`config.mk`:
```
export PLATFORM = sky130hd
export DESIGN_NAME = ppc_ctrl
export DESIGN_NICKNAME = d
export VERILOG_FILES = /design/src/rtl/ppc_pkg.sv /design/src/rtl/ppc_ctrl.sv
export SDC_FILE = /design/constraint.sdc
export NUM_CORES = 1
export LEC_CHECK = 0
export BUFFER_PORTS_ARGS = -buffer_cell sky130_fd_sc_hd__buf_2
export CORE_MARGIN = 8
export CORE_UTILIZATION = 35
export CTS_BUF_LIST = sky130_fd_sc_hd__clkbuf_8
export DETAILED_ROUTE_END_ITERATION = 8
export PLACE_DENSITY = 0.61
export SLEW_MARGIN = 40
export SYNTH_ARGS = -nofsm -noshare
export SYNTH_HDL_FRONTEND = slang
export SYNTH_SLANG_ARGS = --single-unit
```
`constraint.sdc`:
```
create_clock -name clk -period 2.55 [get_ports clk]
set_input_delay 0 -clock clk [delete_from_list [all_inputs] [get_ports clk]]
set_output_delay 0 -clock clk [all_outputs]
set_load 0.005 [all_outputs]
```
`src/rtl/ppc_pkg.sv`:
```
// ppc_pkg: shared types and constants for the pedal position conditioner.
// Holds register indexes, configuration struct and controller/datapath
// command and status structs. No dependencies.
package ppc_pkg;

  // Configuration register indexes
  localparam logic [2:0] CFG_SMOOTH_ENABLE = 3'd0;
  localparam logic [2:0] CFG_START_CODE    = 3'd1;
  localparam logic [2:0] CFG_ANGLE_GAIN    = 3'd2;
  localparam logic [2:0] CFG_PEDAL_ZERO    = 3'd3;
  localparam logic [2:0] CFG_REGEN_GAIN    = 3'd4;
  localparam logic [2:0] CFG_DRIVE_GAIN    = 3'd5;
  localparam logic [2:0] CFG_LOW_CODE      = 3'd6;
  localparam logic [2:0] CFG_HIGH_CODE     = 3'd7;

  // Reset values of the registers
  localparam logic        RST_SMOOTH_ENABLE = 1'b1;
  localparam logic [11:0] RST_START_CODE    = 12'd410;
  localparam logic [15:0] RST_ANGLE_GAIN    = 16'd256;
  localparam logic [15:0] RST_PEDAL_ZERO    = 16'd0;
  localparam logic [15:0] RST_REGEN_GAIN    = 16'd256;
  localparam logic [15:0] RST_DRIVE_GAIN    = 16'd256;
  localparam logic [11:0] RST_LOW_CODE      = 12'd200;
  localparam logic [11:0] RST_HIGH_CODE     = 12'd3900;

  // Q1.15 limits used by the fraction clamps, and the angle saturation limits
  localparam logic [15:0] FRAC_NEG_ONE = 16'h8000;
  localparam logic [15:0] FRAC_POS_ONE = 16'h8000;
  localparam logic [15:0] FRAC_ZERO    = 16'h0000;
  localparam logic [15:0] ANGLE_MAX    = 16'h7fff;
  localparam logic [15:0] ANGLE_MIN    = 16'h8000;

  // Datapath settings (smoothing flag is consumed by the controller)
  typedef struct packed {
    logic [11:0]        start_code;
    logic [15:0]        angle_gain;
    logic signed [15:0] pedal_zero;
    logic [15:0]        regen_gain;
    logic [15:0]        drive_gain;
    logic [11:0]        low_code;
    logic [11:0]        high_code;
  } cfg_t;

  // Controller -> datapath commands
  typedef struct packed {
    logic take;       // item accepted: latch sample, read ring slot
    logic raw_level;  // with take: level is the raw sample
    logic sum_upd;    // update running sum, write ring, advance slot
    logic div_mul;    // sum times reciprocal of window
    logic lvl_load;   // level from reciprocal product
    logic ang_mul;    // (level - start) * angle gain
    logic ang_sat;    // shift, subtract zero, saturate
    logic frac_mul;   // angle times regen and drive gains
    logic out_load;   // clamp fractions into output register
  } cmd_t;

  // Datapath -> controller status
  typedef struct packed {
    logic out_free;   // output register can take a new result
  } stat_t;

endpackage

```
`src/rtl/ppc_ctrl.sv`:
```
// ppc_ctrl: sequencing state machine of the pedal position conditioner.
// One command a cycle to ppc_datapath unless stalled; needs ppc_pkg.
module ppc_ctrl (
  input  logic           clk,
  input  logic           rst_n,
  input  logic           in_valid,
  output logic           in_stall,
  input  logic           smooth_enable,
  input  ppc_pkg::stat_t stat,
  output ppc_pkg::cmd_t  cmd
);

  typedef enum logic [7:0] {
    ST_IDLE = 8'b00000001,
    ST_SUM  = 8'b00000010,
    ST_DIV  = 8'b00000100,
    ST_LVL  = 8'b00001000,
    ST_ANG  = 8'b00010000,
    ST_SAT  = 8'b00100000,
    ST_FRAC = 8'b01000000,
    ST_OUT  = 8'b10000000
  } state_t;

  state_t state_r, state_nxt;
  logic   take;

  assign in_stall = (state_r != ST_IDLE);
  assign take     = in_valid && (state_r == ST_IDLE);

  // Next state and commands
  always_comb begin
    state_nxt = state_r;
    cmd       = '0;
    unique case (state_r)
      ST_IDLE: begin
        if (take) begin
          cmd.take      = 1'b1;
          cmd.raw_level = !smooth_enable;
          state_nxt     = smooth_enable ? ST_SUM : ST_ANG;
        end
      end
      ST_SUM: begin
        cmd.sum_upd = 1'b1;
        state_nxt   = ST_DIV;
      end
      ST_DIV: begin
        cmd.div_mul = 1'b1;
        state_nxt   = ST_LVL;
      end
      ST_LVL: begin
        cmd.lvl_load = 1'b1;
        state_nxt    = ST_ANG;
      end
      ST_ANG: begin
        cmd.ang_mul = 1'b1;
        state_nxt   = ST_SAT;
      end
      ST_SAT: begin
        cmd.ang_sat = 1'b1;
        state_nxt   = ST_FRAC;
      end
      ST_FRAC: begin
        cmd.frac_mul = 1'b1;
        state_nxt    = ST_OUT;
      end
      ST_OUT: begin
        // wait here while the previous result is still held
        if (stat.out_free) begin
          cmd.out_load = 1'b1;
          state_nxt    = ST_IDLE;
        end
      end
      default: state_nxt = ST_IDLE;
    endcase
  end

  always_ff @(posedge clk) begin
    if (!rst_n) begin
      state_r <= ST_IDLE;
    end else begin
      state_r <= state_nxt;
    end
  end

  // One item at a time: an accepted item blocks the input next cycle
  a_busy_after_take: assert property (@(posedge clk) disable iff (!rst_n)
    (in_valid && !in_stall) |=> in_stall)
    else $error("input not stalled after an item was taken");

  // A result is only loaded when the output register is free
  a_load_when_free: assert property (@(posedge clk) disable iff (!rst_n)
    cmd.out_load |-> stat.out_free)
    else $error("output loaded while previous result still held");

endmodule

```
# Yosys cells after proc, flatten, opt, wreduce, memory -nomap -nowiden
# Cells that the tools add are included.
[totals] register_bits=8 in_bits=5 out_inout_bits=10 elab_cells=29
[classes] n_eq_ne=11 mux=14 reduce_logical=3
[ops] cell="one-hot mux 8 bit (8 select lines)" count=1
[ops] cell="2-to-1 mux 8 bit" count=2
[ops] cell="== test 8 x 1 -> 1 bit (second input constant)" count=1
[ops] cell="== test 8 x 2 -> 1 bit (second input constant)" count=1
[ops] cell="== test 8 x 3 -> 1 bit (second input constant)" count=1
[ops] cell="== test 8 x 4 -> 1 bit (second input constant)" count=1
[ops] cell="== test 8 x 5 -> 1 bit (second input constant)" count=1
[ops] cell="== test 8 x 6 -> 1 bit (second input constant)" count=1
[ops] cell="== test 8 x 7 -> 1 bit (second input constant)" count=1
[ops] cell="== test 8 bit (second input constant)" count=1
[ops] cell="2-to-1 mux 1 bit" count=8
[ops] cell="inequality test 8 x 1 -> 1 bit (second input constant)" count=1
[ops] cell="2-to-1 mux 5 bit" count=1
[ops] cell="2-to-1 mux 2 bit" count=2
[ops] cell="inequality test 2 bit (second input constant)" count=2
[ops] cell="AND reduction 2 bit" count=1
[ops] cell="logical AND 1 bit" count=1
[ops] cell="zero test 1 bit" count=1

# Depth between registers and ports, before layout
[depth] ltp_word=4 depth_mapped=4 ltp_nobuf=3

# Worst setup path before layout
# No wires, ideal clock.
[synth_path] kind="register to register" startpoint="register state_r[3]" endpoint="register state_r[4]" setup_time_ns=0.066 t_arrival_ns=1.584 t_required_ns=2.484 path_slack_ns=0.900 path_stages_with_launch=5 n_path_buf=1 path_cell_list="dfxtp_1 > buf_6 > or4_4 > or4_4 > a21oi_2"
[synth_between] elab_chain_len=4 word_cells_on_any_way=13 classes_between="eq/ne: 10; mux: 1; reduce/logical: 2"
[synth_rtl] element="start, declared" line="ppc_ctrl.sv:24" rtl="state_t state_r, state_nxt;"
[synth_rtl] element="start signal, assigned" line="ppc_ctrl.sv:81" rtl="state_r <= state_nxt;"
[synth_rtl] element="== test 8 x 1 -> 1 bit" line="ppc_ctrl.sv:28, ppc_ctrl.sv:34"
[synth_rtl] element="logical AND 1 bit" line="ppc_ctrl.sv:28" rtl="assign take = in_valid && (state_r == ST_IDLE);"
[synth_rtl] element="inequality test 2 bit (no source line)"
[synth_rtl] element="AND reduction 2 bit (no source line)"
# Parallel ways exist; a longest one is shown, timed or not.
# A chain may end at the register's enable or synchronous reset.

# Worst setup path in the final report
[layout_path] startpoint="register state_r[2]" endpoint="register state_r[3]"
# Same word-level chain as after synthesis.

==> reports/metrics.yaml <==
status: "finished clean"
finalPower_mw: 0.380
r2r_end: "state_r[3]$_SDFFE_PN0P_"
dpl.cell_count: 87
postSynthAreaPerCell_um2: 8.74
ios: 15
dr.max_layer_used: "met4"
grt_pass1_vias: 469
netlist_instances: 59
p_leak_nw: 0.290
worstPathRequired_ps: 2640
ir_worst_vdd_mv: 0.300
tightestPinTransition_ps: 527
start_kind: "flop"
syn-cell-area_um2: 515
grt_pass1_wl_um: 1980
layout_commonest_cell: "buf_2"
fmax_mhz: 579
drt_iter0_markers: 4
vias: 472
largestRegisters: "state_r: 8 flops"
synth_cell_types: 26
layout-drive-gt1-share: 0.324
cp_max_fo: 7
yosysSeqAreaShare: 0.311
portBuffers: 14
hold_buffers: 0
hold_viol: 0
r2r_setup_slack_ps: 820
rr_startpoint: "state_r[2]$_SDFFE_PN0P_"
ctsLongestPathBuffers: 2
h-tree-depth: 1
drtAntennaViolNets: 0
path_clk_slew_ps: 40
die_area_um2: 2960
start_util: 0.359
r2r_cells: 3
cts_resized: 0
num_rows: 14
critPathKind: "flop to flop"
antenna_cells: 0
chipHeight_um: 54.4
core_area_um2: 1440
largest_register: "state_r"
routed_wl_um: 1210
first_pass_iters: 2
routabilityCongestion: 0.765
rsz0062_at_grt: "false"
crit_path_end_kind: "flop"
finalCritPeriodShare: 0.678
nets: 81
track_usage: 0.0952
numCtsBuffers: 3
crit_arrival_ps: 1820
setup_viol: 0
wl_per_cell_um: 13.4
postCtsSetupRepairBufs: 0
drv_slew: 0
root_buffer: "clkbuf_8"
finClkSkew_ps: 3.83
powerDensity_nw_per_um2: 613
finalWorstSetupSlack_ps: 822
clkLatencyLatePin_ps: 230
drt-met1-wl_um: 590
final_cell_mix: "buf_2, dfxtp_1, nor2_1"
vias_per_cell: 5.24
grt-ovfl-total: 0
grt_max_degree: 9
final.setup.tns_ps: 0
crit_start: "state_r[2]$_SDFFE_PN0P_"
max_cap_viol_count: 0
cts_tree: "built"
fillerInstances: 148
antenna_found_initial: 0
floorplan.die.width_um: 54.4
fin_cells: 90
drc: 0
period_needed_ps: 1730
yosys_warnings: 0
clock_sinks: 8
crit_end: "state_r[3]$_SDFFE_PN0P_"
route.met3.wl_um: 70
relSlewSlack: 0.646
hp-class: "primary input to flop"
place_hpwl_um: 917
dr_wl_met2_um: 522
pre_cts_ws_ps: 823
area_growth_pct: 20.1
ys_seq_elements: 8
postSynthNetCount: 64
largest_reg_flops: 8
-- worst min-delay path by stage --
stage                                    to  cells past startpoint     startpoint  slack (ps)
global route        state_r[1]$_SDFFE_PN0P_                      3  smooth_enable          40
global placement    state_r[1]$_SDFFE_PN0P_                      3  smooth_enable         260
finish              state_r[1]$_SDFFE_PN0P_                      3  smooth_enable          30
detailed placement  state_r[1]$_SDFFE_PN0P_                      3  smooth_enable         260
floorplan                            cmd[7]                      1  smooth_enable          30
CTS                 state_r[1]$_SDFFE_PN0P_                      3  smooth_enable          20
-- synth_stat cells --
cell type  count  area share
dfxtp_1        8        0.31
nor3_1         2       0.019
o41ai_4        1       0.053
nand3_1        4       0.039
nor4_1         4       0.049
xor2_1         3       0.051
a41o_1         1       0.019
buf_12         1       0.039
nand2_1        4       0.029
a21oi_2        1       0.017
nor3b_1        3       0.044
buf_6          1       0.022
nand3b_1       1       0.015
or2_2          1       0.012
nand2b_1       1       0.012
clkbuf_1       1      0.0073
nand4b_1       1       0.017
nor2_1         7       0.051
nand4_1        1       0.012
nor4_2         1       0.024
nor2b_1        2       0.024
and3_1         1       0.012
or4_4          2       0.044
inv_1          4       0.029
o211ai_1       1       0.015
nor4b_1        2       0.034
-- metrics by stage --
stage | util | instance area, µm² | hold WS (ps)
floorplan | - | 515 | 31.1
global placement | 0.402 | 578 | 256
detailed placement | 0.402 | 578 | 256
CTS | 0.431 | 619 | 20.5
global route | 0.431 | 619 | 37.6
finish | 0.431 | 619 | 27.6
-- final cells by class --
| type | count | area [µm²] | share of cell area |
|---|---|---|---|
| multi-input combinational | 44 | 305 | 0.493 |
| sequential | 8 | 160 | 0.259 |
| timing repair buffer | 15 | 77.6 | 0.125 |
| clock buffer | 3 | 41.3 | 0.0667 |
| tap | 16 | 20.0 | 0.0323 |
| inverter | 4 | 15.0 | 0.0242 |
-- power breakdown --
part	internal (mW)	switching (mW)
logic	0.0398	0.0456
clock network	0.102	0.0470
registers	0.132	0.0137
-- critical path: stages (launching register included) --
cell and delay (ps):
dfxtp_1 350, or4_4 590, o41ai_4 550, nor4b_1 100
-- per-layer routing --
metal	vias to the layer above	GRT usage
met5	-	0
met4	0	0.0738
met3	4	0.0462
met2	9	0.130
met1	213	0.111
li1	246	-
-- cell families after synthesis --
| logic type | after synthesis | share of synthesized area |
|---|---|---|
| xor gates and xnor gates | 3 | 0.0510 |
| AOI/OAI and AO/OA | 4 | 0.104 |
| buffers and inverters | 7 | 0.0971 |
| and+or+nand+nor | 37 | 0.437 |
| DFF | 8 | 0.311 |
No activity file was read; power rests on OpenSTA's default activity.
